==> src/design/lsr_pkg.sv <==
// Shared types, codes and sizes for the linear sequence resampler.
// No dependencies; every other design file imports this package.
package lsr_pkg;

  localparam int DEF_MAX_ROWS     = 256;
  localparam int DEF_MAX_CHANNELS = 16;
  localparam int QUEUE_DEPTH      = 4;
  localparam int ROW_IDX_W        = 12;
  localparam int DIV_W            = 35;
  localparam int DVS_W            = 9;
  localparam int CFG_IDX_W        = 2;
  localparam int CFG_DATA_W       = 9;

  localparam logic [1:0] ACT_PUSH    = 2'd0;
  localparam logic [1:0] ACT_REQUEST = 2'd1;
  localparam logic [1:0] ACT_CLEAR   = 2'd2;

  localparam logic [1:0] ST_OK       = 2'd0;
  localparam logic [1:0] ST_EMPTY    = 2'd1;
  localparam logic [1:0] ST_RANGE    = 2'd2;
  localparam logic [1:0] ST_OVERFLOW = 2'd3;

  localparam logic [CFG_IDX_W-1:0] CFG_CHANNEL_COUNT = 2'd0;
  localparam logic [CFG_IDX_W-1:0] CFG_TARGET_LENGTH = 2'd1;

  localparam logic [4:0] RST_CHANNEL_COUNT = 5'd16;
  localparam logic [8:0] RST_TARGET_LENGTH = 9'd99;

  typedef struct packed {
    logic [1:0]         action;
    logic signed [23:0] sample;
    logic [7:0]         row_request;
  } in_item_t;

  typedef struct packed {
    logic signed [23:0] value;
    logic [3:0]         channel;
    logic               last;
    logic [1:0]         status;
  } out_item_t;

  typedef enum logic {
    CMD_INTERP,
    CMD_ERROR
  } cmd_kind_t;

  typedef struct packed {
    cmd_kind_t            kind;
    logic [7:0]           row;
    logic [ROW_IDX_W-1:0] last_row;
    logic [7:0]           den;
    logic [4:0]           chans;
    logic [1:0]           status;
  } cmd_t;

  typedef enum logic [3:0] {
    B_IDLE,
    B_ERR,
    B_IMUL,
    B_IDIV_GO,
    B_IDIV_WAIT,
    B_READ,
    B_DIFF,
    B_MUL,
    B_NUM,
    B_CDIV_GO,
    B_CDIV_WAIT,
    B_OUT
  } back_state_t;

endpackage

==> src/design/lsr_fifo.sv <==
// Short command queue between the front and back of the resampler.
// Depends on lsr_pkg for the command type and depth.
module lsr_fifo (
  input  logic          clk,
  input  logic          rst,
  input  logic          push,
  input  lsr_pkg::cmd_t push_data,
  output logic          full,
  input  logic          pop,
  output lsr_pkg::cmd_t pop_data,
  output logic          empty
);
  import lsr_pkg::*;

  localparam int PW = $clog2(QUEUE_DEPTH);
  localparam int CW = $clog2(QUEUE_DEPTH + 1);

  cmd_t          entries [QUEUE_DEPTH];
  logic [PW-1:0] wr_ptr;
  logic [PW-1:0] rd_ptr;
  logic [CW-1:0] count;

  assign full     = (count == CW'(QUEUE_DEPTH));
  assign empty    = (count == '0);
  assign pop_data = entries[rd_ptr];

  always_ff @(posedge clk) begin
    if (push && !full) begin
      entries[wr_ptr] <= push_data;
    end
  end

  always_ff @(posedge clk) begin
    if (rst) begin
      wr_ptr <= '0;
      rd_ptr <= '0;
      count  <= '0;
    end else begin
      if (push && !full) begin
        wr_ptr <= PW'((wr_ptr + 1'b1) % QUEUE_DEPTH);
      end
      if (pop && !empty) begin
        rd_ptr <= PW'((rd_ptr + 1'b1) % QUEUE_DEPTH);
      end
      case ({push && !full, pop && !empty})
        2'b10:   count <= count + 1'b1;
        2'b01:   count <= count - 1'b1;
        default: count <= count;
      endcase
    end
  end

endmodule

==> config.mk <==
export PLATFORM = sky130hd
export DESIGN_NAME = lsr_fifo
export DESIGN_NICKNAME = d
export VERILOG_FILES = /design/src/design/lsr_pkg.sv /design/src/design/lsr_fifo.sv
export SDC_FILE = /design/constraint.sdc
export NUM_CORES = 1
export LEC_CHECK = 0
export BUFFER_PORTS_ARGS = -buffer_cell sky130_fd_sc_hd__buf_2
export CAP_MARGIN = 5
export CORE_ASPECT_RATIO = 0.9
export CORE_MARGIN = 2
export CORE_UTILIZATION = 60
export CTS_CLUSTER_SIZE = 25
export DETAILED_ROUTE_END_ITERATION = 7
export PLACE_DENSITY = 0.83
export SYNTH_ARGS = -nofsm -noshare
export SYNTH_HDL_FRONTEND = slang
export SYNTH_SLANG_ARGS = --single-unit
export TNS_END_PERCENT = 5
==> constraint.sdc <==
create_clock -name clk -period 6.6 [get_ports clk]
set_clock_uncertainty 0.1 [all_clocks]
set_input_delay 1.32 -clock clk [delete_from_list [all_inputs] [get_ports clk]]
set_output_delay 1.32 -clock clk [all_outputs]
set_load 0.02 [all_outputs]
# ---- Word-level counts from Yosys, hierarchy flattened
# Memory sizes are Yosys's and may differ from the RTL's. A register that Yosys moved wholly into a read port is not among the register bits.
# Index checks and enable logic that the tools add are counted.
dict set report totals {
  out_inout_bits 38
  regBits 7
  input_bits 40
  mem_count 1
  ram_bits 144
}
# name depth word_bits read_ports rd_ports_with_merged_regs write_ports line_no
set memory_table {}
lappend memory_table {entries 4 36 1 1 1 lsr_fifo.sv:18} ;# cmd_t entries [QUEUE_DEPTH];
dict set report op_classes {
  mux 5
  n_addsub 4
  n_eq_ne 3
  n_reduce_logical 6
}
# cell count
set ops {}
lappend ops {{$pmux W3 S2} 1}
lappend ops {{$add A2 B1 Y2 const B} 2}
lappend ops {{$mux W2} 2}
lappend ops {{$add A3 B1 Y3 const B} 1}
lappend ops {{$eq A3 B3 Y1 const B} 1}
lappend ops {{$logic_not A3 Y1} 1}
lappend ops {{$sub A3 B1 Y3 const B} 1}
lappend ops {{$eq A2 B1 Y1 const B} 1}
lappend ops {{$eq A2 B2 Y1 const B} 1}
lappend ops {{$logic_and A1 B1 Y1} 2}
lappend ops {{$logic_not A1 Y1} 2}
lappend ops {{$mux W1} 2}
lappend ops {{$reduce_bool A2 Y1} 1}

# ---- Logic depth before layout (Yosys ltp)
# Gate-level depths: netlist (run 1).
dict set report logic_depth {
  depth_word 5
  mapped_depth 9
  mapped_depth_nobuf 9
}

# ---- Worst setup path after synthesis (run 1)
# No wires, ideal clock.
dict set report synth_path {
  kind {input-to-reg}
  from {input push}
  to {memory entries[0][0] in the netlist's numbering, enable pin}
  stages 3
  slack_ns 3.577
  required_ns 6.103
  t_arrival_ns 2.526
  cell_sequence {inv_1 > nor2_1 > and2_1}
}
dict set report synth_between {
  elab_chain_cells 3
}
# item line_no
set synth_lines {}
lappend synth_lines {{from (decl)} lsr_fifo.sv:6} ;# input logic push,
lappend synth_lines {{$logic_and A1 B1 Y1} lsr_fifo.sv:28} ;# if (push && !full) begin
lappend synth_lines {{$mux W1} lsr_fifo.sv:28}
lappend synth_lines {{$mux W1 (implied by the code)} lsr_fifo.sv:29} ;# entries[wr_ptr] <= push_data;
lappend synth_lines {{to (decl)} lsr_fifo.sv:18}
# Every way passes these cells.

==> flow_summary.ini, run 1 <==
[outcome]
run_status = finished clean

[pwr]
internal_power_mw = 2.05
irDropWorstVdd_mv = 0.284
p_switching_uw = 777
cellPowerDensity_nw_per_um2 = 415
power_frac_seq_pct = 43.6
report.power.total_mw = 2.83
p_sw_share_pct = 27.5
combinationalPowerShare_pct = 21.3
pwr-share-clk_pct = 35.0
power.static_leakage_nw = 2.35

[floorplan]
start_util_pct = 62.3
placeable_area_sq_um = 9210
placementRows = 33
die-width_microns = 107
floorplan.die_area_sq_um = 10400
num_io_pins = 78
dieHeight_microns = 96.7

[cells_and_area]
area.sequential_sq_um = 4510
layout_common_cells = 144 x sky130_fd_sc_hd__edfxtp_1, 77 x sky130_fd_sc_hd__buf_2, 30 x sky130_fd_sc_hd__mux4_2
total_area_of_multi_input_combinational_cells_sq_um = 1110
finalCoreUtilization_pct = 73.9
leading_cell_type_in_the_layout_fill_and_taps_excluded = sky130_fd_sc_hd__edfxtp_1
layout-drive-gt1-share_pct = 43.1
areaGrowthSynthToFinish_pct = 18.7
fillerInstances = 517
finalNonFillerCells = 465
num_antenna_cells = 0
postLayoutCellArea_sq_um = 6810
nNetsFinal = 376

[setup_path]
critPathArrivalTime_ps = 2520
reg2regPathDepth = 9
critical_path_class = flop to output pin
critPathCaptureType = output pin
startpoint_type = flop
worstPathRequired_ps = 5180
critical_path.reg2reg.startpoint = count[2]
regToRegSetupSlack_ps = 4260
maximum_fanout_count_along_the_critical_path = 21

[run]
max-cap-violations = 0

[worst_hold_path]
worst_hold_path_type = flop to flop
worst_hold_path.num_cells = 2
min-delay-start = rd_ptr[1]

[clock_network]
max_clock_buf_depth = 2
post_cts.resized_instances = 0
post_cts_buffers = 0
clk_transition_reported_paths_ps = 60
clk-insertion-delay-late_ps = 520
numCtsBuffers = 17
tritoncts_sink_count = 153
tritoncts = built
cts-hold-fix-buffers = 0
clock_tree.htree_level_count = 4
clockRootBuffer = sky130_fd_sc_hd__clkbuf_8

[place]
dpl-instance-area_sq_um = 6190
dp_worst_setup_slack_ps = 3150
dpl.cell_count = 433
input_output_buffers = 77
dp_hpwl_microns = 5610
gp_congestion = 0.675

[yosys]
ys_ff_latch = 153
yosysWarnings = 0
synth.lib_cells_used.distinct = 24
seq_area_frac_synth_pct = 78.6
synth.net_count = 288
synthesized_cell_area_sq_um = 5730
syn_avg_cell_area_sq_um = 23.7
syn_inst = 242

[route]
via_per_inst = 5.75
num_vias = 2674
firstDrtPassIters = 4
totalWireLength_microns = 9740
drcViolationCount = 0
wl_per_cell_microns = 20.9
drtIter0Drc = 129
post_detailed_route_count_of_antenna_violating_nets = 0

[grt]
grt_pass1_vias = 2762
grt_pass1_wl_microns = 14900
grt_use_total_pct = 20.3
antenna_found_initial = 0
grt_start_max_net_pins = 37
grt_overflow = 0

[sta]
maxSlewViolCount = 0
setup_viol = 0
worst_pin_slew_ps = 1010
rsz0062_at_grt = no
slew-limit-headroom_pct = 32.3
number_of_hold_violations_in_the_final_report = 0
max_freq_mhz = 254
layout_worst_path_cycle_share_pct = 59.6
post_layout_minimum_cycle_time_ps = 3940
setup_tns_ps = 0
post-route-worst-setup-slack_ps = 2660
worst_hold_slack_ps = 383
## kinds of logic (layout without fill, tap and decap cells)
logic type	Yosys count	in the layout	synth area share [%]
compound gates	8	8	0.829
buf+inv	17	118	2.18
flops	153	153	78.6
simple gates	18	18	1.83
mux	37	37	14.7
xor+xnor	3	3	0.458
fa+ha+maj	6	6	1.44
## path summary, 6_finish.rpt
path                                      to
worst max-delay path            pop_data[17]
worst min-delay path                    flop
worst max register to register      count[2]
worst min register to register          flop
## state kept, by name, summed over array words and instances (netlist names), named ones only
| signal | flops |
|---|---|
| entries | 144 |
| wr_ptr | 2 |
| count | 3 |
| rd_ptr | 2 |
## synth_stat cells (all sizes together)
cell	count	share of area, %
a21oi	4	0.35
and2	4	0.44
buf	8	1.6
clkbuf	1	0.087
dfxtp	9	3.1
edfxtp	144	75
fa	1	0.35
ha	5	1.1
inv	8	0.52
mux2i	1	0.17
mux4	36	15
nand2	1	0.065
nand2b	2	0.22
nor2	6	0.39
nor3	1	0.17
nor3b	1	0.22
o21ai	3	0.26
o31ai	1	0.22
or3	3	0.33
xor2	3	0.46
## cell type report
| cell class | count | area share (%) |
|---|---|---|
| flip-flops and latches | 153 | 66.2 |
| inverters | 8 | 0.441 |
| clock inverters | 14 | 2.90 |
| well taps | 122 | 2.24 |
| multi-input cells | 72 | 16.3 |
| repair buffers | 78 | 5.77 |
| clock buffers | 18 | 6.14 |
## power by group through the flow
stage	Clock (mW)	Sequential, mW	Combinational [mW]
floorplan	0	1.20	0.508
global placement	0	1.25	0.598
detailed placement	0	1.26	0.610
CTS	1.01	1.24	0.613
global route	1.04	1.25	0.646
finish	0.990	1.23	0.603
## worst max-delay path, cell delays in order (launching register included)
cell	delay (ps)
sky130_fd_sc_hd__dfxtp_2	680
sky130_fd_sc_hd__buf_4	480
sky130_fd_sc_hd__mux4_1	620
sky130_fd_sc_hd__buf_2	180
## per-layer routing
layer / up-vias / GRT usage (%) / routed length [microns]
met5: - / 0 / 0
met4: 0 / 8.29 / 197
met3: 18 / 6.94 / 558
met2: 89 / 31.5 / 4790
met1: 1383 / 26.6 / 4190
li1: 1184 / - / -
(Power assumes the default switching activity.)
==> run 2, diff against run 1 <==
CORE_UTILIZATION = 51   (was 60)
PLACE_DENSITY = 0.75   (was 0.83)
clock period = 3.25 ns   (was 6.6 ns; I/O delays follow)
==> run 2 against run 1 <==
Net effect:
- sequential cell count did not move
- sequential share of layout area fell by 0.97 points
- global-route usage fell by 3.8 points
- utilization fell by 11 points
- die area rose by 17%
- worst hold slack got worse by 31 ps
- non-clock buffer count rose by 7
- largest power group unchanged
==> flow_summary.ini, run 2 (synthesis results as in run 1) <==
[pwr]
combinationalPowerShare_pct = 23.6
cellPowerDensity_nw_per_um2 = 817
irDropWorstVdd_mv = 0.470
p_switching_mw = 1.57
power.static_leakage_nw = 2.37
p_sw_share_pct = 27.8
power_frac_seq_pct = 42.9
internal_power_mw = 4.08
pwr-share-clk_pct = 33.4
report.power.total_mw = 5.64

[place]
dpl-instance-area_sq_um = 6330
dpl.cell_count = 470
gp_congestion = 0.713
input_output_buffers = 77
dp_hpwl_microns = 5520
dp_worst_setup_slack_ps = 876

[sta]
maxSlewViolCount = 0
post_layout_minimum_cycle_time_ps = 2590
setup_tns_ps = 0
post-route-worst-setup-slack_ps = 665
slew-limit-headroom_pct = 65.0
worst_pin_slew_ps = 525
setup_viol = 0
max_freq_mhz = 387
rsz0062_at_grt = no
number_of_hold_violations_in_the_final_report = 0
worst_hold_slack_ps = 352
layout_worst_path_cycle_share_pct = 79.5

[cells_and_area]
layout-drive-gt1-share_pct = 44.0
postLayoutCellArea_sq_um = 6910
register_name_with_the_most_flops = entries
leading_cell_type_in_the_layout_fill_and_taps_excluded = sky130_fd_sc_hd__edfxtp_1
layout_common_cells = 144 x sky130_fd_sc_hd__edfxtp_1, 77 x sky130_fd_sc_hd__buf_2, 30 x sky130_fd_sc_hd__mux4_2
fillerInstances = 796
num_antenna_cells = 0
finalCoreUtilization_pct = 63.4
areaGrowthSynthToFinish_pct = 20.5
top_regs = entries (144), count (3)
nNetsFinal = 383
finalNonFillerCells = 502
largest_register_ffs = 144

[clock_network]
clk-insertion-delay-late_ps = 400
tritoncts_sink_count = 153
clk_transition_reported_paths_ps = 60
max_clock_buf_depth = 2
post_cts_buffers = 0
cts-hold-fix-buffers = 0
clockRootBuffer = sky130_fd_sc_hd__clkbuf_16
post_cts.resized_instances = 0
clock_tree.htree_level_count = 4
tritoncts = built
numCtsBuffers = 17

[worst_hold_path]
worst_hold_path_type = input port to flop

[setup_path]
maximum_fanout_count_along_the_critical_path = 14
critPathCaptureType = output pin
worstPathRequired_ps = 2500
startpoint_type = flop
critPathTopFamily = multiplexers
timing.critical_path.buf_inv = 2
critPathArrivalTime_ps = 1840
crit_path_max_delay_cell_type = sky130_fd_sc_hd__mux4_1
cp_slowest_stage_delay_ps = 620
worstPathCellList = buf_4, mux4_1, buf_2
critical_path_class = flop to output pin

[grt]
grt_start_max_net_pins = 37
grt_overflow = 0
grt_pass1_vias = 2726
grt_pass1_wl_microns = 14300
antenna_found_initial = 1
grt_use_total_pct = 16.5

[route]
drtIter0Drc = 115
via_per_inst = 5.22
num_vias = 2621
firstDrtPassIters = 5
drcViolationCount = 0
post_detailed_route_count_of_antenna_violating_nets = 0
totalWireLength_microns = 9140
wl_per_cell_microns = 18.2

[floorplan]
num_io_pins = 78
start_util_pct = 52.6
placementRows = 36
floorplan.die_area_sq_um = 12100
dieHeight_microns = 105
placeable_area_sq_um = 10900
die-width_microns = 116

[run]
max-cap-violations = 0

[outcome]
run_status = finished clean
==> run 2: cell count changes in the layout (fill, tap and decap cells not counted), sizes merged <==
cell / delta
buf: +7
bufinv: -2
clkinvlp: +2
inv: +2
clkinv: -2
==> run 2: worst paths after layout <==
| path | startpoint | end | slack [ps] | cells past startpoint |
|---|---|---|---|---|
| worst max-delay path | flop | pop_data[27] | 660 | 3 |
| worst min-delay path | push_data[14] | entries[3][14] | 350 | 1 |
| worst max register to register | count[2] | count[2] | 950 | 9 |
| worst min register to register | rd_ptr[1] | flop | 390 | 2 |
==> run 2: worst reg2reg max path: cells and delay by family, from the launching register on <==
family | cells | cell delay [ps]
xor+xnor | 1 | 160
simple gates | 3 | 720
compound gates | 1 | 130
fa+ha+maj | 2 | 560
flops | 1 | 420
buf+inv | 2 | 140
==> run 2: cell type report <==
type | count | area [sq um] | area share, %
Clock buffer | 18 | 429 | 6.21
Sequential cell | 153 | 4510 | 65.2
Multi-Input combinational cell | 72 | 1110 | 16.1
Clock inverter | 14 | 148 | 2.14
Tap cell | 152 | 190 | 2.75
Inverter | 8 | 30.0 | 0.435
Timing Repair Buffer | 85 | 495 | 7.17
==> run 2: layer usage <==
metal	GRT usage, %	wire (microns)	vias up
li1	-	-	1202
met1	20.9	3860	1333
met2	25.9	4610	74
met3	6.03	537	10
met4	6.63	113	2
met5	0	13	-
==> run 2: power by group through the flow <==
stage	clock, mW	sequential, mW	combinational, mW
after floorplan	0	2.44	1.03
after global placement	0	2.45	1.35
after detailed placement	0	2.46	1.36
after CTS	1.93	2.43	1.37
after global routing	2.02	2.44	1.44
final	1.89	2.42	1.33
