--- src/design/lsr_pkg.sv ---
// Shared types, codes and sizes for the linear sequence resampler.
// No dependencies; every other design file imports this package.
package lsr_pkg;

  localparam int DEF_MAX_ROWS     = 256;
  localparam int DEF_MAX_CHANNELS = 16;
  localparam int QUEUE_DEPTH      = 4;
  localparam int ROW_IDX_W        = 12;
  localparam int DIV_W            = 35;
  localparam int DVS_W            = 9;
  localparam int CFG_IDX_W        = 2;
  localparam int CFG_DATA_W       = 9;

  localparam logic [1:0] ACT_PUSH    = 2'd0;
  localparam logic [1:0] ACT_REQUEST = 2'd1;
  localparam logic [1:0] ACT_CLEAR   = 2'd2;

  localparam logic [1:0] ST_OK       = 2'd0;
  localparam logic [1:0] ST_EMPTY    = 2'd1;
  localparam logic [1:0] ST_RANGE    = 2'd2;
  localparam logic [1:0] ST_OVERFLOW = 2'd3;

  localparam logic [CFG_IDX_W-1:0] CFG_CHANNEL_COUNT = 2'd0;
  localparam logic [CFG_IDX_W-1:0] CFG_TARGET_LENGTH = 2'd1;

  localparam logic [4:0] RST_CHANNEL_COUNT = 5'd16;
  localparam logic [8:0] RST_TARGET_LENGTH = 9'd99;

  typedef struct packed {
    logic [1:0]         action;
    logic signed [23:0] sample;
    logic [7:0]         row_request;
  } in_item_t;

  typedef struct packed {
    logic signed [23:0] value;
    logic [3:0]         channel;
    logic               last;
    logic [1:0]         status;
  } out_item_t;

  typedef enum logic {
    CMD_INTERP,
    CMD_ERROR
  } cmd_kind_t;

  typedef struct packed {
    cmd_kind_t            kind;
    logic [7:0]           row;
    logic [ROW_IDX_W-1:0] last_row;
    logic [7:0]           den;
    logic [4:0]           chans;
    logic [1:0]           status;
  } cmd_t;

  typedef enum logic [3:0] {
    B_IDLE,
    B_ERR,
    B_IMUL,
    B_IDIV_GO,
    B_IDIV_WAIT,
    B_READ,
    B_DIFF,
    B_MUL,
    B_NUM,
    B_CDIV_GO,
    B_CDIV_WAIT,
    B_OUT
  } back_state_t;

endpackage

--- src/design/lsr_front.sv ---
// Front of the resampler: takes items, keeps configuration and row counters,
// writes the sample store and queues requests. Depends on lsr_pkg.
module lsr_front #(
  parameter int MAX_ROWS     = lsr_pkg::DEF_MAX_ROWS,
  parameter int MAX_CHANNELS = lsr_pkg::DEF_MAX_CHANNELS,
  parameter int AW           = 12
) (
  input  logic                           clk,
  input  logic                           rst,
  input  logic                           req_valid,
  output logic                           req_stall,
  input  lsr_pkg::in_item_t              req,
  input  logic                           cfg_valid,
  output logic                           cfg_ready,
  input  logic [lsr_pkg::CFG_IDX_W-1:0]  cfg_index,
  input  logic [lsr_pkg::CFG_DATA_W-1:0] cfg_data,
  input  logic                           busy,
  input  logic                           q_full,
  output logic                           q_push,
  output lsr_pkg::cmd_t                  q_data,
  output logic                           wr_en,
  output logic [AW-1:0]                  wr_addr,
  output logic signed [23:0]             wr_data
);
  import lsr_pkg::*;

  localparam int RW  = $clog2(MAX_ROWS);
  localparam int RCW = $clog2(MAX_ROWS + 1);
  localparam int CHW = AW - RW;

  logic [4:0]     channel_count;
  logic [8:0]     target_length;
  logic [RCW-1:0] row_count;
  logic [3:0]     channel_position;
  logic           overflow_seen;

  logic [4:0]     chans;
  logic [8:0]     target;
  logic           take;
  logic           store_full;

  assign cfg_ready = 1'b1;

  always_comb begin
    if (channel_count == 5'd0) begin
      chans = 5'd1;
    end else if (channel_count > 5'(MAX_CHANNELS)) begin
      chans = 5'(MAX_CHANNELS);
    end else begin
      chans = channel_count;
    end
    if (target_length < 9'd2) begin
      target = 9'd2;
    end else if (target_length > 9'd256) begin
      target = 9'd256;
    end else begin
      target = target_length;
    end
  end

  assign req_stall  = ((req.action == ACT_REQUEST) && q_full) ||
                      ((req.action == ACT_CLEAR) && busy);
  assign take       = req_valid && !req_stall;
  assign store_full = (row_count == RCW'(MAX_ROWS));

  assign wr_en   = take && (req.action == ACT_PUSH) && !store_full;
  assign wr_addr = {row_count[RW-1:0], channel_position[CHW-1:0]};
  assign wr_data = req.sample;

  always_comb begin
    q_push          = take && (req.action == ACT_REQUEST);
    q_data.row      = req.row_request;
    q_data.last_row = ROW_IDX_W'(row_count - RCW'(1));
    q_data.den      = 8'(target - 9'd1);
    q_data.chans    = chans;
    if (row_count == '0) begin
      q_data.kind   = CMD_ERROR;
      q_data.status = ST_EMPTY;
    end else if ({1'b0, req.row_request} >= target) begin
      q_data.kind   = CMD_ERROR;
      q_data.status = ST_RANGE;
    end else begin
      q_data.kind   = CMD_INTERP;
      q_data.status = overflow_seen ? ST_OVERFLOW : ST_OK;
    end
  end

  always_ff @(posedge clk) begin
    if (rst) begin
      channel_count <= RST_CHANNEL_COUNT;
      target_length <= RST_TARGET_LENGTH;
    end else if (cfg_valid && cfg_ready) begin
      case (cfg_index)
        CFG_CHANNEL_COUNT: channel_count <= cfg_data[4:0];
        CFG_TARGET_LENGTH: target_length <= cfg_data;
        default:           channel_count <= channel_count;
      endcase
    end
  end

  always_ff @(posedge clk) begin
    if (rst) begin
      row_count        <= '0;
      channel_position <= '0;
      overflow_seen    <= 1'b0;
    end else if (take) begin
      case (req.action)
        ACT_PUSH: begin
          if (store_full) begin
            overflow_seen <= 1'b1;
          end else if ({1'b0, channel_position} + 5'd1 >= chans) begin
            channel_position <= '0;
            row_count        <= row_count + 1'b1;
          end else begin
            channel_position <= channel_position + 1'b1;
          end
        end
        ACT_CLEAR: begin
          row_count        <= '0;
          channel_position <= '0;
          overflow_seen    <= 1'b0;
        end
        default: begin
          overflow_seen <= overflow_seen;
        end
      endcase
    end
  end

endmodule

--- config.mk ---
export PLATFORM = sky130hd
export DESIGN_NAME = lsr_front
export DESIGN_NICKNAME = d
export VERILOG_FILES = /design/src/design/lsr_pkg.sv /design/src/design/lsr_front.sv
export SDC_FILE = /design/constraint.sdc
export NUM_CORES = 1
export LEC_CHECK = 0
export BUFFER_PORTS_ARGS = -buffer_cell sky130_fd_sc_hd__buf_2
export CORE_UTILIZATION = 41
export CTS_CLUSTER_DIAMETER = 40
export CTS_CLUSTER_SIZE = 24
export DETAILED_ROUTE_END_ITERATION = 7
export PLACE_DENSITY = 0.75
export SYNTH_ARGS = -nofsm -noshare
export SYNTH_HDL_FRONTEND = slang
export SYNTH_SLANG_ARGS = --single-unit
--- constraint.sdc ---
create_clock -name clk -period 3.2 [get_ports clk]
set_clock_uncertainty 0.2 [all_clocks]
set_input_delay 0.32 -clock clk [delete_from_list [all_inputs] [get_ports clk]]
set_output_delay 0.32 -clock clk [all_outputs]
set_load 0.02 [all_outputs]
## After elaboration in Yosys (flattened, before gate mapping)

Index checks and enable logic that the tools add are counted.

| word-level totals | value |
|---|---|
| flip-flop bits (word level) | 28 |
| latch bits | 0 |
| RAM bits | 0 |
| memory bits (read-only) | 0 |
| input port bits | 51 |
| logic and storage cells | 58 |
| memories kept | 0 |

| cells by class | value |
|---|---|
| add/sub/neg operators | 5 |
| $mul | 0 |
| div/mod/pow operators | 0 |
| order comparisons | 5 |
| equality and inequality tests | 7 |
| shifts and indexed selects | 0 |
| muxes and demuxes | 17 |
| bitwise gates (word level) | 0 |
| reductions and logical operators | 19 |

Operators by type and width:

| kind | number |
|---|---|
| $mux 9 | 4 |
| $pmux 9 s2 | 1 |
| $mux 5 | 2 |
| $sub 9x1->10 const B | 1 |
| $add 9x1->9 const B | 1 |
| $eq 9x9->1 const B | 1 |
| $ge 8x9->1 | 1 |
| $gt 9x9->1 const B | 1 |
| $logic_not 9->1 | 1 |
| $lt 9x2->1 const B | 1 |
| $mux 4 | 2 |
| $pmux 4 s2 | 1 |
| $sub 8x1->8 const B | 1 |
| $logic_and 1x1->1 | 6 |
| $mux 2 | 3 |
| $reduce_and 3->1 | 2 |
| $add 4x1->5 const B | 1 |
| $ge 5x5->1 | 1 |
| $gt 5x5->1 const B | 1 |
| $logic_not 5->1 | 1 |
| $add 4x1->4 const B | 1 |
| $eq 2x1->1 const B | 2 |
| $logic_not 2->1 | 2 |
| $ne 2x2->1 const B | 2 |
| other kinds (9) | 13 |

## Logic depth before layout (Yosys ltp)

Gate-level depths: netlist of run 1.

| logic depth | value |
|---|---|
| word-level depth | 7 |
| gate-level depth with buffers | 10 |

## Worst setup path after synthesis of run 1

Ideal clock, no wire load.

| timing path | value |
|---|---|
| path type | reg2out |
| start | reg target_length[2] |
| end | out q_data[1] (netlist bit) |
| data arrival time | 2.720 ns |
| required time | 2.680 ns |
| path slack | -0.040 ns |
| cell stages (with the launch flop) | 11 |
| buffers on the path | 0 |
| path through | dfxtp_1 > or4_1 > nor4_2 > or3b_2 > inv_1 > ha_1 > nand2b_1 > a211oi_1 > or3_1 > a311oi_1 > o21ba_2 |

RTL lines:

| element | line | source |
|---|---|---|
| from (decl) | lsr_front.sv:32 | `logic [8:0] target_length;` |
| from (signal assigned) | lsr_front.sv:95 | `CFG_TARGET_LENGTH: target_length <= cfg_data;` |
| to (decl) | lsr_front.sv:20 | `output lsr_pkg::cmd_t q_data,` |

==> impl_metrics.prom, run 1 <==
# TYPE chip_impl_metric gauge
chip_impl_info{name="status",value="complete, but fails checks"} 1
chip_impl_info{name="failing_checks",value="setup timing"} 1
chip_impl_metric{name="p_per_area",unit="mW/mm2"} 286.9
chip_impl_metric{name="clkTransAtPathRegs",unit="ns"} 0.09
chip_impl_metric{name="psw",unit="uW"} 241.4
chip_impl_metric{name="postCtsSetupRepairBufs",unit=""} 0
chip_impl_metric{name="finalHoldViolCount",unit=""} 0
chip_impl_metric{name="grt_max_degree",unit=""} 19
chip_impl_info{name="cells_along_the_critical_path",value="or4_4 > nor4_4 > or3b_4 > inv_2 > ha_4 > nand2b_4 > a211oi_2 > or3_4 > a311oi_4 > o21ba_2 > buf_6"} 1
chip_impl_metric{name="p_clk_frac",unit=""} 0.241
chip_impl_metric{name="max_clock_freq",unit="GHz"} 0.2939
chip_impl_metric{name="top_level_ports",unit=""} 127
chip_impl_metric{name="drt-wirelength-per-cell",unit="um"} 13.20
chip_impl_metric{name="postLayoutSetupSlackWorst",unit="ns"} -0.2028
chip_impl_metric{name="critical_path_peak_fanout",unit=""} 3
chip_impl_info{name="worstHoldPathType",value="in2reg"} 1
chip_impl_metric{name="slew_violations",unit=""} 0
chip_impl_metric{name="totalWireLength",unit="um"} 5516
chip_impl_metric{name="row_count",unit=""} 27
chip_impl_metric{name="antenna_cells",unit=""} 0
chip_impl_metric{name="avgSynthCellArea",unit="um2"} 7.757
chip_impl_metric{name="internal_power",unit="uW"} 533.0
chip_impl_metric{name="syn_inst",unit=""} 311
chip_impl_info{name="crit_path_top_delay_cell",value="sky130_fd_sc_hd__or4_4"} 1
chip_impl_metric{name="maxCapViolations",unit=""} 0
chip_impl_metric{name="grt_usage",unit=""} 0.1777
chip_impl_metric{name="cts.sinks",unit=""} 28
chip_impl_metric{name="total_nets_final",unit=""} 417
chip_impl_metric{name="io_buffer_count",unit=""} 77
chip_impl_metric{name="grt_antenna_before_repair",unit=""} 0
chip_impl_metric{name="die_area",unit="mm2"} 0.006194
chip_impl_metric{name="power.share.sequential",unit=""} 0.474
chip_impl_metric{name="avgViaCountPerCell",unit=""} 5.158
chip_impl_metric{name="drc",unit=""} 0
chip_impl_metric{name="globalplace.congestion",unit=""} 0.9086
chip_impl_metric{name="initial_core_util",unit=""} 0.4328
chip_impl_metric{name="crit_path_max_incr_delay",unit="ns"} 0.55
chip_impl_info{name="layout_common_cells",value="sky130_fd_sc_hd__buf_2, sky130_fd_sc_hd__nand2_1, sky130_fd_sc_hd__dfxtp_1, sky130_fd_sc_hd__nor2_1, sky130_fd_sc_hd__ha_1"} 1
chip_impl_metric{name="tritoncts.num_buffers",unit=""} 3
chip_impl_metric{name="yosysUniqueCellTypes",unit=""} 56
chip_impl_metric{name="floorplan.core_area",unit="mm2"} 0.005574
chip_impl_info{name="ys.flop_type",value="sky130_fd_sc_hd__dfxtp_1"} 1
chip_impl_metric{name="ys_ff_latch",unit=""} 28
chip_impl_info{name="grt_setup_unrepaired",value="yes"} 1
chip_impl_metric{name="grt_pass1_vias",unit=""} 2050
chip_impl_info{name="cts_tree",value="built"} 1
chip_impl_metric{name="static-leakage-power",unit="uW"} 0.001267
chip_impl_metric{name="layout.cell_area.non_filler",unit="mm2"} 0.002699
chip_impl_metric{name="synthArstFlopShare",unit=""} 0
chip_impl_metric{name="final.fill_count",unit=""} 562
chip_impl_metric{name="synth_nets",unit=""} 380
chip_impl_metric{name="htreeDepth",unit=""} 1
chip_impl_info{name="timing.critical_path.to_type",value="output port"} 1
chip_impl_metric{name="die_height",unit="um"} 78.71
chip_impl_metric{name="post_route_cells_drive_above_1_share",unit=""} 0.3266
chip_impl_metric{name="report.final.setup_viol",unit=""} 3
chip_impl_metric{name="dpl.hpwl",unit="um"} 4432
chip_impl_metric{name="cp.buffers_inverters",unit=""} 2
chip_impl_metric{name="synth-edff-count",unit=""} 0
chip_impl_metric{name="cp_data_required_time",unit="ns"} 2.68
chip_impl_metric{name="detailroute.via_count",unit=""} 2156
chip_impl_metric{name="total_power",unit="uW"} 774.4
chip_impl_metric{name="yosys_warnings",unit=""} 0
chip_impl_info{name="critPathLaunchType",value="flip-flop"} 1
chip_impl_metric{name="power_frac_comb",unit=""} 0.285
chip_impl_metric{name="drtPass1Iterations",unit=""} 4
chip_impl_info{name="critical_path_class",value="reg2out"} 1
chip_impl_metric{name="yosysSeqAreaShare",unit=""} 0.2324
chip_impl_metric{name="timing.final.crit_share",unit=""} 1.063
chip_impl_metric{name="placed_area",unit="mm2"} 0.002595
chip_impl_metric{name="vdd_ir_drop_max",unit="mV"} 0.1850
chip_impl_info{name="layout.cells.most_common",value="sky130_fd_sc_hd__buf_2"} 1
chip_impl_metric{name="grt_overflow",unit=""} 0
chip_impl_metric{name="power.switching_fraction",unit=""} 0.3117
chip_impl_metric{name="antenna_violating_nets_left",unit=""} 0
chip_impl_metric{name="cts_buffer_depth",unit=""} 2
chip_impl_metric{name="synthesis.area",unit="mm2"} 0.002412
chip_impl_metric{name="die_width",unit="um"} 78.71
chip_impl_metric{name="clkLatencyLatePin",unit="ns"} 0.27
chip_impl_info{name="cts_root_buffer",value="sky130_fd_sc_hd__clkbuf_8"} 1
chip_impl_metric{name="utilization",unit=""} 0.4842
chip_impl_metric{name="global_route_wire_length_before_repair",unit="um"} 8997
chip_impl_metric{name="ctsHoldBuffers",unit=""} 0
chip_impl_metric{name="layout_min_cycle_time",unit="ns"} 3.403
chip_impl_info{name="critPathTopFamily",value="simple AND/OR/NAND/NOR gates"} 1
chip_impl_metric{name="detailedRoute.firstIterationViolations",unit=""} 102
chip_impl_metric{name="area_growth",unit="%"} 11.88
chip_impl_metric{name="worst-endpoint-arrival",unit="ns"} 2.88
registers in the layout (all words and copies together), names as in the netlist:
signal and cells:
channel_count 5, target_length 9, channel_position 4, row_count 9
overflow_seen 1
final timing paths:
kind              slack (ns)  depth (start not counted)                   to           startpoint
setup / recovery       -0.20                         11            q_data[1]     target_length[2]
hold / removal          0.06                          3     target_length[5]          cfg_data[5]
setup reg to reg        0.58                          8         row_count[6]  channel_position[0]
hold reg to reg         0.32                          2  channel_position[1]  channel_position[1]
metal layers:
layer / vias up / wire length [um] / track usage
li1: 1096 / - / -
met1: 988 / 2536 / 0.2270
met2: 62 / 2659 / 0.3026
met3: 10 / 237 / 0.02069
met4: 0 / 83 / 0.07037
met5: - / 0 / 0
power by group through the flow:
stage	clock network [uW]	registers, uW	logic (uW)
after floorplan	0	375	188
after global placement	0	375	205
after detailed placement	0	375	209
after CTS	190	367	216
after global routing	208	369	242
final	186	367	221
worst register-to-register path, delay by kind of cell (launching register included):
| family | cells | cell delay (ns) |
|---|---|---|
| AND/OR/NAND/NOR | 3 | 0.86 |
| adder cells (fa/ha/maj) | 2 | 0.56 |
| flip-flops | 1 | 0.38 |
| XOR/XNOR | 1 | 0.15 |
| AO/OA/AOI/OAI | 2 | 0.41 |
cell usage after synthesis (2+ instances only):
cell type,count,area [um2]
sky130_fd_sc_hd__nor3b_1,2,15.01
sky130_fd_sc_hd__and3_1,2,12.51
sky130_fd_sc_hd__nor4bb_1,3,30.03
sky130_fd_sc_hd__xor2_1,3,26.28
sky130_fd_sc_hd__a31oi_1,2,12.51
sky130_fd_sc_hd__nand4_1,4,25.02
sky130_fd_sc_hd__a31o_2,2,17.52
sky130_fd_sc_hd__or2_2,3,18.77
sky130_fd_sc_hd__ha_1,18,225.2
sky130_fd_sc_hd__nor4_2,2,25.02
sky130_fd_sc_hd__xnor2_1,10,87.58
sky130_fd_sc_hd__a41o_1,2,20.02
sky130_fd_sc_hd__nand2b_1,9,56.30
sky130_fd_sc_hd__mux2i_1,4,40.04
sky130_fd_sc_hd__or4_1,4,30.03
sky130_fd_sc_hd__nor2_1,25,93.84
sky130_fd_sc_hd__buf_4,43,322.8
sky130_fd_sc_hd__nor3_1,6,30.03
sky130_fd_sc_hd__and2_1,3,18.77
sky130_fd_sc_hd__o21ai_0,7,35.03
sky130_fd_sc_hd__buf_2,3,15.01
sky130_fd_sc_hd__nand2_1,42,157.7
sky130_fd_sc_hd__dfxtp_1,28,560.5
sky130_fd_sc_hd__o31ai_1,3,22.52
sky130_fd_sc_hd__or3_1,2,12.51
sky130_fd_sc_hd__nor4_1,3,18.77
sky130_fd_sc_hd__nor2b_1,4,25.02
sky130_fd_sc_hd__o21bai_1,2,15.01
sky130_fd_sc_hd__clkbuf_1,6,22.52
sky130_fd_sc_hd__inv_1,16,60.06
sky130_fd_sc_hd__nand3_1,9,45.04
sky130_fd_sc_hd__a21oi_1,15,75.07
stage by stage:
stage | instances | hold WS (ns) | worst slack [ns] | setup TNS (ns)
floorplan | 311 | 0.2441 | 0.02358 | 0
global placement | 416 | 0.2765 | -0.02558 | -0.03051
detailed placement | 416 | 0.2916 | -0.09296 | -0.2053
CTS | 418 | 0.06490 | -0.2365 | -0.6983
global route | 418 | 0.07011 | -0.3349 | -0.9740
finish | 418 | 0.06416 | -0.2028 | -0.5937
final cells by class:
cell class	count	area (um2)	share of cell area
Tap cell	72	90.09	0.03338
Clock buffer	3	41.29	0.01530
Timing Repair Buffer	85	460.4	0.1706
Multi-Input combinational cell	214	1485	0.5503
Sequential cell	28	561.8	0.2082
Inverter	16	60.06	0.02225
kinds of logic after synthesis:
family                     Yosys count  share of synthesized area
AOI/OAI and AO/OA                   47                     0.1442
xor gates and xnor gates            13                    0.04720
adders and majority gates           18                    0.09336
buffers and inverters               69                     0.1789
DFF                                 28                     0.2324
muxes                                4                    0.01660
other                                1                   0.001555
and+or+nand+nor                    131                     0.2858
timing repair:
action                     in CTS  in global routing
pin swaps                       1                  1
gates cloned                    0                  0
setup endpoints to repair       3                  3
gates resized for setup        11                  4
No activity file was read; power rests on OpenSTA's default activity.
==> inputs of run 2 (changes only) <==
--- a/config.mk
+++ b/config.mk
@@ -6,11 +6,11 @@
 export NUM_CORES = 1
 export LEC_CHECK = 0
 export BUFFER_PORTS_ARGS = -buffer_cell sky130_fd_sc_hd__buf_2
-export CORE_UTILIZATION = 41
+export CORE_UTILIZATION = 30
 export CTS_CLUSTER_DIAMETER = 40
 export CTS_CLUSTER_SIZE = 24
 export DETAILED_ROUTE_END_ITERATION = 7
-export PLACE_DENSITY = 0.75
+export PLACE_DENSITY = 0.57
 export SYNTH_ARGS = -nofsm -noshare
 export SYNTH_HDL_FRONTEND = slang
 export SYNTH_SLANG_ARGS = --single-unit
==> impl_metrics.prom, run 2 (same netlist as run 1, synthesis figures left out) <==
# TYPE chip_impl_metric gauge
chip_impl_info{name="status",value="complete, but fails checks"} 1
chip_impl_info{name="failing_checks",value="setup timing"} 1
chip_impl_metric{name="finalHoldViolCount",unit=""} 0
chip_impl_metric{name="slew-limit-headroom",unit=""} 0.6591
chip_impl_metric{name="layout.cell_area.non_filler",unit="mm2"} 0.002746
chip_impl_metric{name="maxCapViolations",unit=""} 0
chip_impl_metric{name="die_area",unit="mm2"} 0.008403
chip_impl_metric{name="grt_antenna_before_repair",unit=""} 0
chip_impl_info{name="cts_tree",value="built"} 1
chip_impl_metric{name="floorplan.core_area",unit="mm2"} 0.007767
chip_impl_metric{name="p_per_area",unit="mW/mm2"} 292.8
chip_impl_metric{name="worst-endpoint-arrival",unit="ns"} 2.89
chip_impl_metric{name="slew_violations",unit=""} 0
chip_impl_metric{name="antenna_cells",unit=""} 0
chip_impl_metric{name="static-leakage-power",unit="uW"} 0.001282
chip_impl_metric{name="timing.final.crit_share",unit=""} 1.066
chip_impl_metric{name="detailroute.via_count",unit=""} 2147
chip_impl_info{name="cts_root_buffer",value="sky130_fd_sc_hd__clkbuf_8"} 1
chip_impl_metric{name="cts.sinks",unit=""} 28
chip_impl_metric{name="global_route_wire_length_before_repair",unit="um"} 9287
chip_impl_metric{name="row_count",unit=""} 32
chip_impl_info{name="grt-busiest-layer",value="met2"} 1
chip_impl_metric{name="avgViaCountPerCell",unit=""} 4.761
chip_impl_metric{name="power.share.sequential",unit=""} 0.457
chip_impl_info{name="worst_setup_path_endpoint",value="q_data[1]"} 1
chip_impl_metric{name="postLayoutSetupSlackWorst",unit="ns"} -0.2101
chip_impl_metric{name="setup_tns",unit="ns"} -0.6255
chip_impl_metric{name="reg2reg_setup_slack",unit="ns"} 0.57
chip_impl_metric{name="drtPass1Iterations",unit=""} 4
chip_impl_metric{name="power.switching_fraction",unit=""} 0.3049
chip_impl_metric{name="cts_buffer_depth",unit=""} 2
chip_impl_metric{name="grt_overflow",unit=""} 0
chip_impl_metric{name="grt_use_met2",unit=""} 0.2155
chip_impl_metric{name="vdd_ir_drop_max",unit="mV"} 0.1760
chip_impl_metric{name="io_buffer_count",unit=""} 77
chip_impl_metric{name="clkTransAtPathRegs",unit="ns"} 0.09
chip_impl_info{name="timing.critical_path.to_type",value="output port"} 1
chip_impl_metric{name="post_route_cells_drive_above_1_share",unit=""} 0.3295
chip_impl_metric{name="totalWireLength",unit="um"} 5822
chip_impl_metric{name="internal_power",unit="uW"} 559.1
chip_impl_metric{name="tritoncts.num_buffers",unit=""} 3
chip_impl_metric{name="drt-wirelength-per-cell",unit="um"} 12.91
chip_impl_metric{name="initial_core_util",unit=""} 0.3106
chip_impl_metric{name="grt_pass1_vias",unit=""} 1996
chip_impl_metric{name="die_height",unit="um"} 91.67
chip_impl_metric{name="cp_data_required_time",unit="ns"} 2.68
chip_impl_metric{name="antenna_violating_nets_left",unit=""} 0
chip_impl_info{name="layout.cells.most_common",value="sky130_fd_sc_hd__buf_2"} 1
chip_impl_metric{name="globalplace.congestion",unit=""} 0.7927
chip_impl_info{name="critPathLaunchType",value="flip-flop"} 1
chip_impl_metric{name="grt_usage",unit=""} 0.1341
chip_impl_metric{name="global_route.usage.met1",unit=""} 0.1831
chip_impl_metric{name="p_clk_frac",unit=""} 0.270
chip_impl_metric{name="htreeDepth",unit=""} 1
chip_impl_metric{name="grt_max_degree",unit=""} 19
chip_impl_metric{name="layout_min_cycle_time",unit="ns"} 3.410
chip_impl_info{name="critical_path_class",value="reg2out"} 1
chip_impl_metric{name="placed_area",unit="mm2"} 0.002633
chip_impl_metric{name="dpl.hpwl",unit="um"} 4649
chip_impl_info{name="grt_setup_unrepaired",value="yes"} 1
chip_impl_metric{name="drc",unit=""} 0
chip_impl_metric{name="smallest_hold_slack",unit="ns"} 0.05507
chip_impl_metric{name="psw",unit="uW"} 245.2
chip_impl_info{name="worstHoldPathType",value="in2reg"} 1
chip_impl_metric{name="total_nets_final",unit=""} 419
chip_impl_metric{name="max_clock_freq",unit="GHz"} 0.2932
chip_impl_info{name="worst_r2r_endpoint",value="channel_position[2]"} 1
chip_impl_metric{name="ctsHoldBuffers",unit=""} 0
chip_impl_metric{name="top_level_ports",unit=""} 127
chip_impl_info{name="worst_hold_startpoint",value="cfg_data[5]"} 1
chip_impl_metric{name="grt_util_met3",unit=""} 0.01824
chip_impl_metric{name="clkLatencyLatePin",unit="ns"} 0.27
chip_impl_info{name="crit-reg2reg-launch",value="channel_position[0]"} 1
chip_impl_metric{name="area_growth",unit="%"} 13.85
chip_impl_metric{name="final.fill_count",unit=""} 841
chip_impl_metric{name="report.final.setup_viol",unit=""} 3
chip_impl_metric{name="die_width",unit="um"} 91.67
chip_impl_metric{name="critical_path_peak_fanout",unit=""} 3
chip_impl_info{name="layout_common_cells",value="sky130_fd_sc_hd__buf_2, sky130_fd_sc_hd__nand2_1, sky130_fd_sc_hd__dfxtp_1, sky130_fd_sc_hd__nor2_1, sky130_fd_sc_hd__ha_1"} 1
chip_impl_metric{name="rr_worst_depth",unit=""} 8
chip_impl_metric{name="detailedRoute.firstIterationViolations",unit=""} 81
chip_impl_metric{name="power_frac_comb",unit=""} 0.274
chip_impl_info{name="critPathLaunch",value="target_length[2]"} 1
chip_impl_metric{name="max_slew.worst_pin.slew",unit="ns"} 0.5058
chip_impl_info{name="largestRegisters",value="row_count: 9 flops, target_length: 9 flops, channel_count: 5 flops"} 1
[run 2: cell count changes in the layout (fill, tap and decap cells not counted)]
cell                       delta
sky130_fd_sc_hd__buf_4        +3
sky130_fd_sc_hd__a311oi_1     +1
sky130_fd_sc_hd__a311oi_4     -1
sky130_fd_sc_hd__buf_6        -1
sky130_fd_sc_hd__clkbuf_8     +1
sky130_fd_sc_hd__o21ba_2      -1
sky130_fd_sc_hd__o21ba_4      +1
sky130_fd_sc_hd__o21bai_1     -1
sky130_fd_sc_hd__o21bai_2     +1
sky130_fd_sc_hd__or2_2        +1
sky130_fd_sc_hd__or2_4        -1
sky130_fd_sc_hd__or3_1        +1
sky130_fd_sc_hd__or3_4        -1
[run 2: stage by stage]
stage / utilization / cells / worst slack [ns] / power (uW)
after floorplan: - / 311 / 0.02358 / 562.7
after global placement: 0.3389 / 446 / 0.03047 / 584.0
after detailed placement: 0.3389 / 446 / 0.008968 / 585.6
after CTS: 0.3468 / 450 / -0.2426 / 805.3
after global routing: 0.3536 / 451 / -0.3590 / 849.8
final: 0.3536 / 451 / -0.2101 / 804.3
[run 2: critical path, cell delays in order (launching register included)]
cell and delay (ns):
sky130_fd_sc_hd__dfxtp_2 0.33, sky130_fd_sc_hd__or4_4 0.55, sky130_fd_sc_hd__nor4_4 0.17, sky130_fd_sc_hd__or3b_4 0.18, sky130_fd_sc_hd__inv_2 0.04, sky130_fd_sc_hd__ha_4 0.25, sky130_fd_sc_hd__nand2b_4 0.11, sky130_fd_sc_hd__a211oi_2 0.05
sky130_fd_sc_hd__or3_1 0.34, sky130_fd_sc_hd__a311oi_1 0.22, sky130_fd_sc_hd__buf_4 0.17, sky130_fd_sc_hd__o21ba_4 0.12, sky130_fd_sc_hd__buf_6 0.11
[run 2: per-layer routing]
layer  share of wire  vias up
met5               0        -
met4           0.014        0
met3           0.053       10
met2            0.45       59
met1            0.49      978
li1                -     1100
[run 2: cell type report]
type | instances | area [um2] | area share
clock buffer | 4 | 55.05 | 0.02005
inverter | 16 | 60.06 | 0.02187
multi-input combinational | 214 | 1470 | 0.5353
sequential | 28 | 561.8 | 0.2046
tap | 102 | 127.6 | 0.04647
timing repair buffer | 87 | 471.7 | 0.1718
[run 2: worst min path at each step]
stage                                endpoint  slack (ns)  depth (start not counted)
final                        target_length[5]        0.06                          3
after global routing         target_length[5]        0.07                          3
after CTS                    target_length[5]        0.05                          3
after detailed placement  channel_position[1]        0.28                          2
after global placement    channel_position[1]        0.28                          2
after floorplan              target_length[1]        0.24                          2
[run 2: timing repair]
action / CTS / global route
pin swaps: 0 / 1
setup buffers: 0 / 1
endpoints found under the setup margin: 3 / 3
resized for setup: 2 / 10
[run 2: power by group through the flow]
stage,clock [uW],sequential (uW),combinational (uW)
finish,217,367,220
global route,238,369,242
detailed placement,0,375,210
CTS,226,367,212
floorplan,0,375,188
global placement,0,375,209
==> inputs of run 3 (changes only) <==
==> constraint.sdc (replaced) <==
create_clock -name clk -period 3.2 [get_ports clk]
set_clock_uncertainty 0.2 [all_clocks]
set_input_delay 0.32 -clock clk [delete_from_list [all_inputs] [get_ports clk]]
set_output_delay 0.32 -clock clk [all_outputs]
set_load 0.05 [all_outputs]
==> impl_metrics.prom, run 3 (same netlist as run 1, synthesis figures left out) <==
# TYPE chip_impl_metric gauge
chip_impl_info{name="status",value="complete, but fails checks"} 1
chip_impl_info{name="failing_checks",value="setup timing"} 1
chip_impl_metric{name="die_area",unit="mm2"} 0.008403
chip_impl_info{name="layout.cells.most_common",value="sky130_fd_sc_hd__buf_2"} 1
chip_impl_metric{name="max_slew.worst_pin.slew",unit="ns"} 0.4923
chip_impl_metric{name="cts_buffer_depth",unit=""} 2
chip_impl_metric{name="dpl.hpwl",unit="um"} 4639
chip_impl_metric{name="initial_core_util",unit=""} 0.3106
chip_impl_metric{name="rr_worst_depth",unit=""} 8
chip_impl_info{name="critPathLaunchType",value="flip-flop"} 1
chip_impl_metric{name="globalplace.congestion",unit=""} 0.7988
chip_impl_metric{name="report.final.setup_viol",unit=""} 3
chip_impl_metric{name="grt_usage",unit=""} 0.1364
chip_impl_metric{name="top_level_ports",unit=""} 127
chip_impl_metric{name="p_per_area",unit="mW/mm2"} 335.6
chip_impl_metric{name="ctsHoldBuffers",unit=""} 0
chip_impl_metric{name="static-leakage-power",unit="uW"} 0.001291
chip_impl_info{name="timing.critical_path.to_type",value="output port"} 1
chip_impl_metric{name="die_width",unit="um"} 91.67
chip_impl_metric{name="drtPass1Iterations",unit=""} 4
chip_impl_info{name="critPathTopFamily",value="simple AND/OR/NAND/NOR gates"} 1
chip_impl_metric{name="max_clock_freq",unit="GHz"} 0.2879
chip_impl_metric{name="totalWireLength",unit="um"} 5751
chip_impl_metric{name="die_height",unit="um"} 91.67
chip_impl_metric{name="tritoncts.num_buffers",unit=""} 3
chip_impl_metric{name="finalHoldViolCount",unit=""} 0
chip_impl_metric{name="layout_min_cycle_time",unit="ns"} 3.474
chip_impl_info{name="worstHoldPathType",value="in2reg"} 1
chip_impl_metric{name="antenna_violating_nets_left",unit=""} 0
chip_impl_info{name="cts_tree",value="built"} 1
chip_impl_metric{name="grt_pass1_vias",unit=""} 1971
chip_impl_metric{name="internal_power",unit="uW"} 616.6
chip_impl_info{name="cts_root_buffer",value="sky130_fd_sc_hd__clkbuf_8"} 1
chip_impl_metric{name="power.share.sequential",unit=""} 0.395
chip_impl_metric{name="post_route_cells_drive_above_1_share",unit=""} 0.3295
chip_impl_info{name="cells_along_the_critical_path",value="or4_4 > nor4_4 > or3b_4 > inv_2 > ha_1 > nand2b_1 > a211oi_1 > or3_1 > a311oi_2 > buf_4 > o21ba_4 > buf_8"} 1
chip_impl_metric{name="antenna_cells",unit=""} 0
chip_impl_metric{name="clkLatencyLatePin",unit="ns"} 0.28
chip_impl_metric{name="drc",unit=""} 0
chip_impl_metric{name="psw",unit="uW"} 314.4
chip_impl_metric{name="logic_depth_of_the_worst_path_buffers_included",unit=""} 12
chip_impl_metric{name="maxCapViolations",unit=""} 0
chip_impl_metric{name="worst-endpoint-arrival",unit="ns"} 2.95
chip_impl_metric{name="cts.sinks",unit=""} 28
chip_impl_metric{name="grt_overflow",unit=""} 0
chip_impl_metric{name="cp_data_required_time",unit="ns"} 2.68
chip_impl_info{name="grt_setup_unrepaired",value="yes"} 1
chip_impl_metric{name="critical_path_peak_fanout",unit=""} 3
chip_impl_metric{name="postCtsSetupRepairBufs",unit=""} 0
chip_impl_metric{name="global_route_wire_length_before_repair",unit="um"} 9384
chip_impl_metric{name="drt-wirelength-per-cell",unit="um"} 12.75
chip_impl_metric{name="timing.final.crit_share",unit=""} 1.086
chip_impl_metric{name="row_count",unit=""} 32
chip_impl_info{name="largestRegisters",value="row_count: 9 flops, target_length: 9 flops, channel_count: 5 flops"} 1
chip_impl_metric{name="total_nets_final",unit=""} 419
chip_impl_metric{name="floorplan.core_area",unit="mm2"} 0.007767
chip_impl_metric{name="power_frac_comb",unit=""} 0.304
chip_impl_metric{name="crit_path_max_incr_delay",unit="ns"} 0.55
chip_impl_metric{name="htreeDepth",unit=""} 1
chip_impl_metric{name="area_growth",unit="%"} 14.99
chip_impl_metric{name="avgViaCountPerCell",unit=""} 4.756
chip_impl_metric{name="power.switching_fraction",unit=""} 0.3377
chip_impl_metric{name="min_path_cells",unit=""} 3
chip_impl_metric{name="vdd_ir_drop_max",unit="mV"} 0.1460
chip_impl_metric{name="clkTransAtPathRegs",unit="ns"} 0.09
chip_impl_metric{name="postLayoutSetupSlackWorst",unit="ns"} -0.2738
chip_impl_info{name="layout_common_cells",value="sky130_fd_sc_hd__buf_2, sky130_fd_sc_hd__nand2_1, sky130_fd_sc_hd__dfxtp_1, sky130_fd_sc_hd__nor2_1, sky130_fd_sc_hd__ha_1"} 1
chip_impl_metric{name="detailroute.via_count",unit=""} 2145
chip_impl_metric{name="placedCellCount",unit=""} 447
chip_impl_metric{name="p_clk_frac",unit=""} 0.301
chip_impl_metric{name="final.fill_count",unit=""} 844
chip_impl_metric{name="detailedRoute.firstIterationViolations",unit=""} 63
chip_impl_info{name="crit_path_top_delay_cell",value="sky130_fd_sc_hd__or4_4"} 1
chip_impl_metric{name="slew-limit-headroom",unit=""} 0.6682
chip_impl_metric{name="io_buffer_count",unit=""} 77
chip_impl_metric{name="grt_max_degree",unit=""} 19
chip_impl_metric{name="layoutNonFillerInstCount",unit=""} 451
chip_impl_metric{name="grt_antenna_before_repair",unit=""} 0
chip_impl_metric{name="utilization",unit=""} 0.3571
chip_impl_info{name="critical_path_class",value="reg2out"} 1
chip_impl_metric{name="cp.buffers_inverters",unit=""} 3
chip_impl_metric{name="slew_violations",unit=""} 0
[run 3: changes by cell type in the layout (fill, tap and decap cells not counted), sizes merged]
cell / delta
buf: -1
bufinv: +1
[run 3: metal layers]
layer  GRT usage  share of wire
met5           0              0
met4     0.04762          0.013
met3     0.01741          0.044
met2      0.2180           0.45
met1      0.1878           0.49
[run 3: final timing paths]
check | startpoint | to | slack [ns]
min | cfg_data[6] | target_length[6] | 0.06
max | target_length[2] | q_data[1] | -0.27
min reg2reg | channel_position[1] | channel_position[1] | 0.30
max reg2reg | channel_position[0] | row_count[6] | 0.55
[run 3: cell type report]
cell class              instances  area [um2]  share of cell area
multi-input cells             214        1460              0.5264
flip-flops and latches         28       563.0              0.2030
repair buffers                 87       491.7              0.1773
well taps                     102       127.6             0.04601
inverters                      16       60.06             0.02165
clock buffers                   3       41.29             0.01488
clock inverters                 1       30.03             0.01083
[run 3: worst register-to-register path, stage by stage (launching register included)]
cell and delay (ns):
sky130_fd_sc_hd__dfxtp_1 0.39, sky130_fd_sc_hd__ha_1 0.27, sky130_fd_sc_hd__xor2_1 0.16, sky130_fd_sc_hd__ha_1 0.30, sky130_fd_sc_hd__nand2_1 0.08, sky130_fd_sc_hd__o211a_4 0.26, sky130_fd_sc_hd__or2_4 0.27, sky130_fd_sc_hd__or4_1 0.51
sky130_fd_sc_hd__a21oi_1 0.15
[run 3: per-stage QoR]
stage	total power (uW)	instance area, um2	setup TNS, ns	worst slack [ns]	hold WS, ns
after global routing	978.4	2774	-1.176	-0.4216	0.05432
after CTS	944.6	2769	-0.8457	-0.3181	0.04720
after global placement	654.2	2671	-0.08043	-0.05328	0.2773
after detailed placement	656.5	2671	-0.1373	-0.08381	0.2779
after floorplan	669.1	2455	-0.1895	-0.08737	0.2441
final	930.9	2774	-0.7188	-0.2738	0.05697
[run 3: power by group through the flow]
| stage | Clock [uW] | Sequential (uW) | Combinational (uW) |
|---|---|---|---|
| 2_1_floorplan | 0 | 378 | 291 |
| 3_3_place_gp | 0 | 375 | 279 |
| 3_5_place_dp | 0 | 375 | 281 |
| 4_1_cts | 292 | 367 | 285 |
| 5_1_grt | 303 | 369 | 306 |
| 6_report | 281 | 367 | 283 |
[run 3: timing repair]
action                                  CTS  global route
hold endpoints to repair                  0             0
resized for setup                         8             3
endpoints found under the setup margin    3             5
pin swaps                                 1             0
